### config.mk
export PLATFORM = sky130hd
export DESIGN_NAME = etsc_conv
export DESIGN_NICKNAME = d
export VERILOG_FILES = /design/src/sv/edge_triggered_scope_capture_macros.svh /design/src/sv/etsc_pkg.sv /design/src/sv/etsc_conv.sv
export SDC_FILE = /design/constraint.sdc
export NUM_CORES = 1
export LEC_CHECK = 0
export BUFFER_PORTS_ARGS = -buffer_cell sky130_fd_sc_hd__buf_2
export CORE_MARGIN = 1
export CORE_UTILIZATION = 45
export DETAILED_ROUTE_END_ITERATION = 6
export HOLD_SLACK_MARGIN = 0.06
export RECOVER_POWER = 25
export SLEW_MARGIN = 25
export SYNTH_ARGS = -nofsm -noshare
export SYNTH_HDL_FRONTEND = slang
export SYNTH_SLANG_ARGS = --single-unit
### constraint.sdc
create_clock -name clock -period 9.45 [get_ports clock]
set_input_delay 1.4175 -clock clock [delete_from_list [all_inputs] [get_ports clock]]
set_output_delay 1.4175 -clock clock [all_outputs]
set_load 0.02 [all_outputs]
### src/sv/edge_triggered_scope_capture_macros.svh
// Assertion macros for the edge-triggered scope capture block.
`ifndef EDGE_TRIGGERED_SCOPE_CAPTURE_MACROS_SVH
`define EDGE_TRIGGERED_SCOPE_CAPTURE_MACROS_SVH

// Same-cycle implication, reset disables the check.
`define ETSC_ASSERT_IMP(lbl, clk, rst, ante, cons, msg) \
   lbl: assert property (@(posedge clk) disable iff (rst) (ante) |-> (cons)) \
      else $error(msg);

// Next-cycle implication, reset disables the check.
`define ETSC_ASSERT_NXT(lbl, clk, rst, ante, cons, msg) \
   lbl: assert property (@(posedge clk) disable iff (rst) (ante) |=> (cons)) \
      else $error(msg);

`endif

### src/sv/etsc_pkg.sv
// Package with shared constants, item types and helpers of the scope capture block.
`timescale 1ns / 1ps

package etsc_pkg;

   localparam int RING_DEPTH = 8192;
   localparam int DISP_DEPTH = 1024;
   localparam int RING_AW    = $clog2(RING_DEPTH);
   localparam int DISP_AW    = $clog2(DISP_DEPTH);
   localparam int PIX_W      = 16;

   localparam logic [2:0] CSR_TRIG_MODE  = 3'd0;
   localparam logic [2:0] CSR_TRIG_LEVEL = 3'd1;
   localparam logic [2:0] CSR_GAIN       = 3'd2;
   localparam logic [2:0] CSR_WIDTH      = 3'd3;
   localparam logic [2:0] CSR_HEIGHT     = 3'd4;
   localparam logic [2:0] CSR_OFFSET     = 3'd5;
   localparam logic [2:0] CSR_PRETRIG    = 3'd6;

   localparam logic [1:0] MODE_RISE = 2'd1;
   localparam logic [1:0] MODE_FALL = 2'd2;

   localparam logic KIND_READ = 1'b1;

   typedef struct packed {
      logic              kind;
      logic signed [15:0] sample;
      logic [9:0]        column;
   } req_type;

   typedef struct packed {
      logic              frame_done;
      logic signed [15:0] pixel_row;
   } rsp_type;

   function automatic logic signed [15:0] sat16(input logic signed [32:0] v);
      logic signed [15:0] r;
      if (v > 33'sd32767) begin
         r = 16'sh7fff;
      end else if (v < -33'sd32768) begin
         r = 16'sh8000;
      end else begin
         r = v[15:0];
      end
      return r;
   endfunction

endpackage

### src/sv/etsc_conv.sv
// Sample scaling and pixel row conversion pipeline.
`timescale 1ns / 1ps

module etsc_conv import etsc_pkg::*; (
   input  logic               clock,
   input  logic signed [15:0] sample,
   input  logic [15:0]        gain,
   input  logic [11:0]        height,
   input  logic [11:0]        offset,
   output logic signed [15:0] scaled,
   output logic signed [15:0] row
);

   logic signed [32:0] p_ff, p_in;
   logic signed [15:0] scaled_ff, scaled_in;
   logic signed [27:0] prod_ff, prod_in;
   logic signed [15:0] row_ff, row_in;
   logic signed [31:0] num;
   logic signed [31:0] num_adj;
   logic signed [31:0] quo;

   assign p_in      = sample * $signed({1'b0, gain});
   assign scaled_in = sat16(p_ff >>> 12);
   assign prod_in   = scaled_ff * $signed({1'b0, height});

   // truncate toward zero
   assign num     = $signed({2'b00, offset, 18'd0}) - 32'(prod_ff);
   assign num_adj = num[31] ? (num + 32'sd262143) : num;
   assign quo     = num_adj >>> 18;
   assign row_in  = sat16(33'(quo));

   always_ff @(posedge clock) begin
      p_ff      <= p_in;
      scaled_ff <= scaled_in;
      prod_ff   <= prod_in;
      row_ff    <= row_in;
   end

   assign scaled = scaled_ff;
   assign row    = row_ff;

endmodule

[After elaboration in Yosys (flattened, before gate mapping)]
Index checks and enable logic that the tools add are counted.
Word-level totals
  output and inout bits: 32
  input bits: 57
  register bits: 93
Operators by class
  $lt $le $gt $ge: 4
  multipliers: 2
  $add $sub $neg: 2
  muxes and demuxes: 3
Operators by type and width (count)
  16-bit by 17-bit multiplier with 33-bit output: 1
  32-bit by 19-bit adder with 32-bit output (second input constant): 1
  16-bit two-way mux: 2
  32-bit two-way mux: 1
  31-bit by 28-bit subtractor with 32-bit output: 1
  16-bit by 13-bit multiplier with 28-bit output: 1
  21-bit by 16-bit > comparator with 1-bit output (second input constant): 1
  21-bit by 16-bit less-than comparator with 1-bit output (second input constant): 1
  14-bit by 16-bit > comparator with 1-bit output (second input constant): 1
  14-bit by 16-bit less-than comparator with 1-bit output (second input constant): 1

[Depth between registers and ports, before layout]
Gate-level depths: netlist of run 1.
  depth in word-level cells: 5
  depth in mapped cells: 24
  gate-level depth less buffers: 23

[Worst setup path before layout of run 1]
No wires, ideal clock.
  kind: input-to-reg
  start: input height[3]
  end: register prod_ff[27]
  slack: 2204 ps
  stages on the path: 21
  data arrival time: 7174 ps
  data required time: 9378 ps
  path buffers: 1
  cells stage by stage: clkbuf_1 nand2_1 fa_1 inv_1 fa_1 fa_1 inv_1 fa_1 fa_1 inv_1 ha_1 a21o_1 a221oi_1 a21bo_1 o311a_1 a211o_1 a41o_1 o41a_1 a211o_1 a21oi_2 xnor2_1
Between the ends
  word-level cells in the longest chain between the ends: 1
RTL lines
  start, declared: RTL line etsc_conv.sv:8  | input logic [11:0] height,
  16-bit by 13-bit multiplier with 28-bit output: RTL line etsc_conv.sv:24  | assign prod_in = scaled_ff * $signed({1'b0, height});
  named net prod_in[27]: RTL line etsc_conv.sv:16  | logic signed [27:0] prod_ff, prod_in;
  end signal, assigned: RTL line etsc_conv.sv:35  | prod_ff <= prod_in;
  end, declared: RTL line etsc_conv.sv:16
The timed path passes the listed nets, and every way through them passes these cells.
A chain may end at the register's enable or synchronous reset.

[Worst setup path after layout of run 1]
  start: input height[6]
  end: register prod_ff[27]
Same word-level chain as after synthesis.

==> results.sh, run 1 <==
export IMPL_cpMostUsedCell="fa_1"
export IMPL_outcome="complete, but fails checks"
export IMPL_startpoint_type="primary input"
export IMPL_ys_warn_count=0
export IMPL_worst_slack_ns=2.02
export IMPL_ys_seq_area_share_pct=8.80
export IMPL_clockBufferDepth=2
export IMPL_yosys_cell_count_top_type="inv_1"
export IMPL_synth_area_per_cell_um2=9.06
export IMPL_cap_violations=1
export IMPL_area_delta_synth_final_pct=6.47
export IMPL_final_hold_viol_count=0
export IMPL_critPathKind="in -> reg"
export IMPL_grt_pass1_wl_mm=71.3
export IMPL_cts_setup_buffers=0
export IMPL_yosysTopAreaCell="fa_1"
export IMPL_clock_latency_ns=0.35
export IMPL_vias_per_cell=5.05
export IMPL_holdWs_ns=0.362
export IMPL_nets=2664
export IMPL_worstPathCellList="buf_2 > nand2_1 > fa_1 > fa_1 > fa_1 > inv_1 > fa_1 > inv_1 > fa_1 > inv_1 > ha_1 > and3_1 > a221oi_1 > a21bo_1 > o311a_1 > a211o_1 > a41o_1 > o41a_1 > a211o_1 > a21oi_2 > xnor2_1"
export IMPL_initial_utilization_pct=45.7
export IMPL_pre_cts_ws_ns=1.73
export IMPL_io_pins=89
export IMPL_finClkSkew_ns=0.0134
export IMPL_period_share_pct=78.6
export IMPL_synth_cell_types=63
export IMPL_cp_slowest_cell="fa_1"
export IMPL_cpPeakStageDelay_ns=0.59
export IMPL_grt_pass1_vias=14437
export IMPL_period_needed_ns=7.43
export IMPL_rows=73
export IMPL_core_area_um2=39800
export IMPL_die_area_um2=41300
export IMPL_drv_slew=16
export IMPL_fmaxAchievable_ghz=0.135
export IMPL_grt_total_usage_pct=21.7
export IMPL_port_buffers=88
export IMPL_gp_congestion=0.875
export IMPL_cp_data_arrival_time_ns=7.70
export IMPL_first_pass_iters=5
export IMPL_wl_per_cell_um=16.0
export IMPL_die_w_um=203
export IMPL_setup_viol=0
export IMPL_chipHeight_um=203
export IMPL_diodes=0
export IMPL_final_instance_count_excl_fill=2572
export IMPL_drc_errors=0
export IMPL_rsz0062_at_grt="false"
export IMPL_cp_max_fo=16
export IMPL_synthTopCellsByCount="inv_1 (449), fa_1 (368), nand2_1 (255), and2_1 (213), ha_1 (197)"
export IMPL_synthArstFlopShare_pct=0
export IMPL_end_kind="register"
export IMPL_min_path_type="reg -> reg"
export IMPL_synth_ff_type="dfxtp_1"
export IMPL_clkTransAtPathRegs_ns=0.07
export IMPL_dpl_hpwl_mm=33.9
export IMPL_grt_max_degree=17
export IMPL_antenna_found_initial=0
export IMPL_maxSlewHeadroom_pct=-22.1
export IMPL_cts_root_buffer="clkbuf_16"
export IMPL_postCtsHoldBufs=0
export IMPL_overflow=0
export IMPL_synth_top_area_share_pct=40.5
export IMPL_cts_sinks=80
export IMPL_totalWireLength_mm=41.1
export IMPL_synth_edff_count=0
export IMPL_tightest_slew_ns=1.81
export IMPL_detail_route_antenna_nets=0
export IMPL_synth_seq_cells=80
export IMPL_cts_resized=0
export IMPL_syn_nets=2630
export IMPL_cts_buffers=9
export IMPL_dp_cells=2556
export IMPL_netlist_area_um2=18200
export IMPL_layout_drive_gt1_share_pct=4.98
export IMPL_violations="max-capacitance violations, max-slew violations"
export IMPL_tns_ns=0
export IMPL_first_iter_violations=508
export IMPL_htree_levels=3
export IMPL_fill_cells=3860
export IMPL_crit_required_ns=9.72
export IMPL_synth_cells=2008
export IMPL_vias=12982
export IMPL_cts_tree="yes"
export IMPL_synthTopCellsByArea="fa_1 (40%), ha_1 (14%), inv_1 (9.3%)"
==> cell usage in the layout (no fill, tap or decap), drive strengths merged, types with 3 or more instances in the layout <==
cell type / n
a211o: 5
a21boi: 3
a21o: 32
a21oi: 42
a311oi: 3
a31oi: 5
a41oi: 4
and2: 213
and3: 10
buf: 79
clkbuf: 20
dfxtp: 80
fa: 368
ha: 197
inv: 452
nand2: 255
nand2b: 17
nand3: 11
nand3b: 4
nand4: 7
nor2: 46
nor2b: 9
nor3: 18
nor4: 4
o211ai: 6
o21a: 9
o21ai: 22
o21bai: 3
o22ai: 3
or2: 3
or3: 6
xnor2: 55
xor2: 25
==> kinds of logic (layout without fill, tap and decap cells) <==
logic type	count (synthesis)	in the layout	synth area share, %
DFF	80	80	8.80
AOI/OAI and AO/OA	156	156	5.77
xor gates and xnor gates	80	80	3.85
muxes	2	2	0.117
adders and majority gates	565	565	54.0
and+or+nand+nor	608	608	16.7
buffers and inverters	517	556	10.7
==> metal layers <==
metal  up-vias  part of all wire [%]  global-route usage [%]
met5         -                     0                       0
met4         0                   2.2                    5.08
met3        50                   3.5                    2.86
met2       225                    49                    37.8
met1      6611                    46                    28.6
li1       6096                     -                       -
==> critical path: cells and delay by family <==
family	cells	cell delay, ns
adder cells (fa/ha/maj)	6	2.96
AND/OR/NAND/NOR	2	0.36
buffers and inverters	4	0.45
AO/OA/AOI/OAI	8	2.36
XOR/XNOR	1	0.13
==> sequential cells by signal, indices dropped and copies added, names as in the netlist <==
register and cells:
prod_ff 28, p_ff 21, row 15, scaled 16
==> layout make-up <==
type / instances / area (um^2) / share of cell area, %
flip-flops and latches: 80 / 1600 / 8.26
clock buffers: 9 / 225 / 1.16
well taps: 525 / 657 / 3.39
repair buffers: 90 / 442 / 2.28
inverters: 450 / 1690 / 8.72
clock inverters: 7 / 110 / 0.568
multi-input cells: 1411 / 14700 / 75.6
==> worst paths after layout <==
path	startpoint	end	slack, ns	depth (start not counted)
max	height[6]	prod_ff[27]	2.02	21
min	p_ff[32]	scaled[15]	0.36	0
max reg2reg	scaled[8]	prod_ff[27]	2.66	20
min reg2reg	p_ff[32]	scaled[15]	0.36	0
==> per-stage QoR <==
step           utilization [%]  cell area [um^2]
5_1_grt                   48.7             19400
2_1_floorplan                -             18200
3_3_place_gp              47.9             19100
3_5_place_dp              47.9             19100
6_report                  48.7             19400
4_1_cts                   48.7             19400
Power of run 1 is not shown: default switching activity piles up to over one toggle a cycle in this logic, so the estimate is an artifact.
==> run 2, diff against run 1 <==
Clock period 9.45 ns to 6.55 ns, I/O delays scaled along.
==> run 2 against run 1 <==
  * Critical path type unchanged
  * Global-route usage down 0.85 points
  * Sequential share of layout area fell by 0.44 points
  * Register-to-register slack worse by 2.4 ns
  * Wire length fell by 2.4%
  * Critical path depth is the same
  * Final area grew 5.6%
  * The run still ends with max-capacitance violations, max-slew violations left
  * Clock skew shrank 0.0029 ns
  * Count of clock-buffer cells in the layout rose by 1
  * Hold slack gained 0.024 ns
  * Core utilization grew 2.7 points
  * Cell count is 4.8% higher
  * Flip-flop and latch count is the same
==> results.sh, run 2 (synthesized netlist as in run 1, its figures left out) <==
export IMPL_wl_per_cell_um=14.9
export IMPL_io_pins=89
export IMPL_r2r_setup_slack_ns=0.28
export IMPL_die_area_um2=41300
export IMPL_area_delta_synth_final_pct=12.4
export IMPL_fin_area_um2=20500
export IMPL_fmaxAchievable_ghz=0.158
export IMPL_clkTransAtPathRegs_ns=0.06
export IMPL_crit_required_ns=6.77
export IMPL_clock_latency_ns=0.35
export IMPL_antenna_found_initial=1
export IMPL_critPathKind="in -> reg"
export IMPL_cp_data_arrival_time_ns=6.57
export IMPL_final_hold_viol_count=0
export IMPL_finClkSkew_ns=0.0105
export IMPL_clockBufferDepth=2
export IMPL_largest_register_ff_count=28
export IMPL_layout_drive_gt1_share_pct=11.2
export IMPL_detail_route_antenna_nets=0
export IMPL_setup_viol=0
export IMPL_cts_sinks=80
export IMPL_grt_pass1_vias=14456
export IMPL_cts_buffers=9
export IMPL_initial_utilization_pct=45.7
export IMPL_cap_violations=1
export IMPL_grt_max_degree=17
export IMPL_grt_pass1_wl_mm=69.7
export IMPL_core_area_um2=39800
export IMPL_nets=2788
export IMPL_min_path_type="reg -> reg"
export IMPL_r2r_start="scaled[4]"
export IMPL_drv_slew=16
export IMPL_placed_cell_area_um2=20100
export IMPL_end_kind="register"
export IMPL_cts_tree="yes"
export IMPL_startpoint_type="primary input"
export IMPL_pre_cts_ws_ns=-0.359
export IMPL_drc_errors=0
export IMPL_rows=73
export IMPL_postLayoutCoreUtil_pct=51.4
export IMPL_cts_root_buffer="clkbuf_16"
export IMPL_vias_per_cell=4.89
export IMPL_worst_slack_ns=0.203
export IMPL_violations="max-capacitance violations, max-slew violations"
export IMPL_postCtsHoldBufs=0
export IMPL_cp_max_fo=9
export IMPL_htree_levels=3
export IMPL_grt_total_usage_pct=20.9
export IMPL_outcome="complete, but fails checks"
export IMPL_crit_start="height[4]"
export IMPL_crit_end="prod_ff[27]"
export IMPL_totalWireLength_mm=40.1
export IMPL_first_iter_violations=568
export IMPL_layout_commonest_cell="inv_1"
export IMPL_maxSlewHeadroom_pct=-4.12
export IMPL_period_share_pct=96.9
export IMPL_diodes=0
export IMPL_chipHeight_um=203
export IMPL_dpl_hpwl_mm=35.1
export IMPL_overflow=0
export IMPL_first_pass_iters=5
export IMPL_port_buffers=88
export IMPL_die_w_um=203
export IMPL_regMostFlops="prod_ff"
export IMPL_r2r_end="prod_ff[27]"
export IMPL_gp_congestion=0.851
export IMPL_period_needed_ns=6.35
export IMPL_final_cell_mix="inv_1 (449), fa_1 (367), nand2_1 (252)"
export IMPL_tightest_slew_ns=1.55
export IMPL_vias=13178
export IMPL_ff2ff_path_depth=22
==> run 2: stage by stage <==
stage          hold slack [ns]  TNS [ns]  instances
2_1_floorplan            0.403         0       2008
4_1_cts                  0.391         0       2695
5_1_grt                  0.396   -0.0140       2696
6_report                 0.386         0       2696
3_3_place_gp             0.369     -1.14       2679
3_5_place_dp             0.383     -1.70       2679
==> run 2: worst min path at each step <==
| stage | start | endpoint | slack, ns | cells past startpoint |
|---|---|---|---|---|
| 6_report | p_ff[32] | scaled[15] | 0.39 | 0 |
| 5_1_grt | p_ff[32] | scaled[15] | 0.40 | 0 |
| 4_1_cts | p_ff[32] | scaled[15] | 0.39 | 0 |
| 3_5_place_dp | p_ff[32] | scaled[15] | 0.38 | 0 |
| 3_3_place_gp | p_ff[32] | scaled[15] | 0.37 | 0 |
| 2_1_floorplan | p_ff[12] | scaled[0] | 0.40 | 1 |
==> run 2: cell type report <==
type / instances / area (um^2)
inverter: 450 / 1690
tap: 525 / 657
multi-input combinational: 1411 / 14800
clock buffer: 10 / 239
sequential: 80 / 1600
fill: 3783 / 19400
timing repair buffer: 214 / 1420
clock inverter: 6 / 68.8
==> run 2: metal layers <==
metal | up-vias | GRT usage, % | routed length, um | share of wire, %
met2 | 202 | 37.4 | 20200 | 50
met3 | 41 | 2.02 | 1260 | 3.1
met5 | - | 0 | 0 | 0
li1 | 6344 | - | - | -
met1 | 6591 | 27.4 | 18100 | 45
met4 | 0 | 3.92 | 542 | 1.4
==> run 2: repair_timing <==
| item | CTS | global route |
|---|---|---|
| pin swaps | 0 | 12 |
| setup endpoints to repair | 1 | 6 |
| buffers inserted | 0 | 1 |
| resized for setup | 1 | 18 |
==> run 2: critical path, stage by stage <==
cell,delay (ns)
clkbuf_4,0.19
nand2_2,0.08
fa_1,0.55
fa_1,0.43
fa_1,0.49
inv_1,0.06
fa_1,0.54
inv_1,0.06
fa_1,0.54
inv_1,0.06
ha_4,0.23
and3_1,0.18
a221oi_2,0.23
a21bo_1,0.24
o311a_1,0.32
a211o_1,0.29
a41o_1,0.20
o41a_1,0.36
a211o_1,0.32
a21oi_2,0.13
xnor2_1,0.07
Power of run 2 is left out for the same reason.
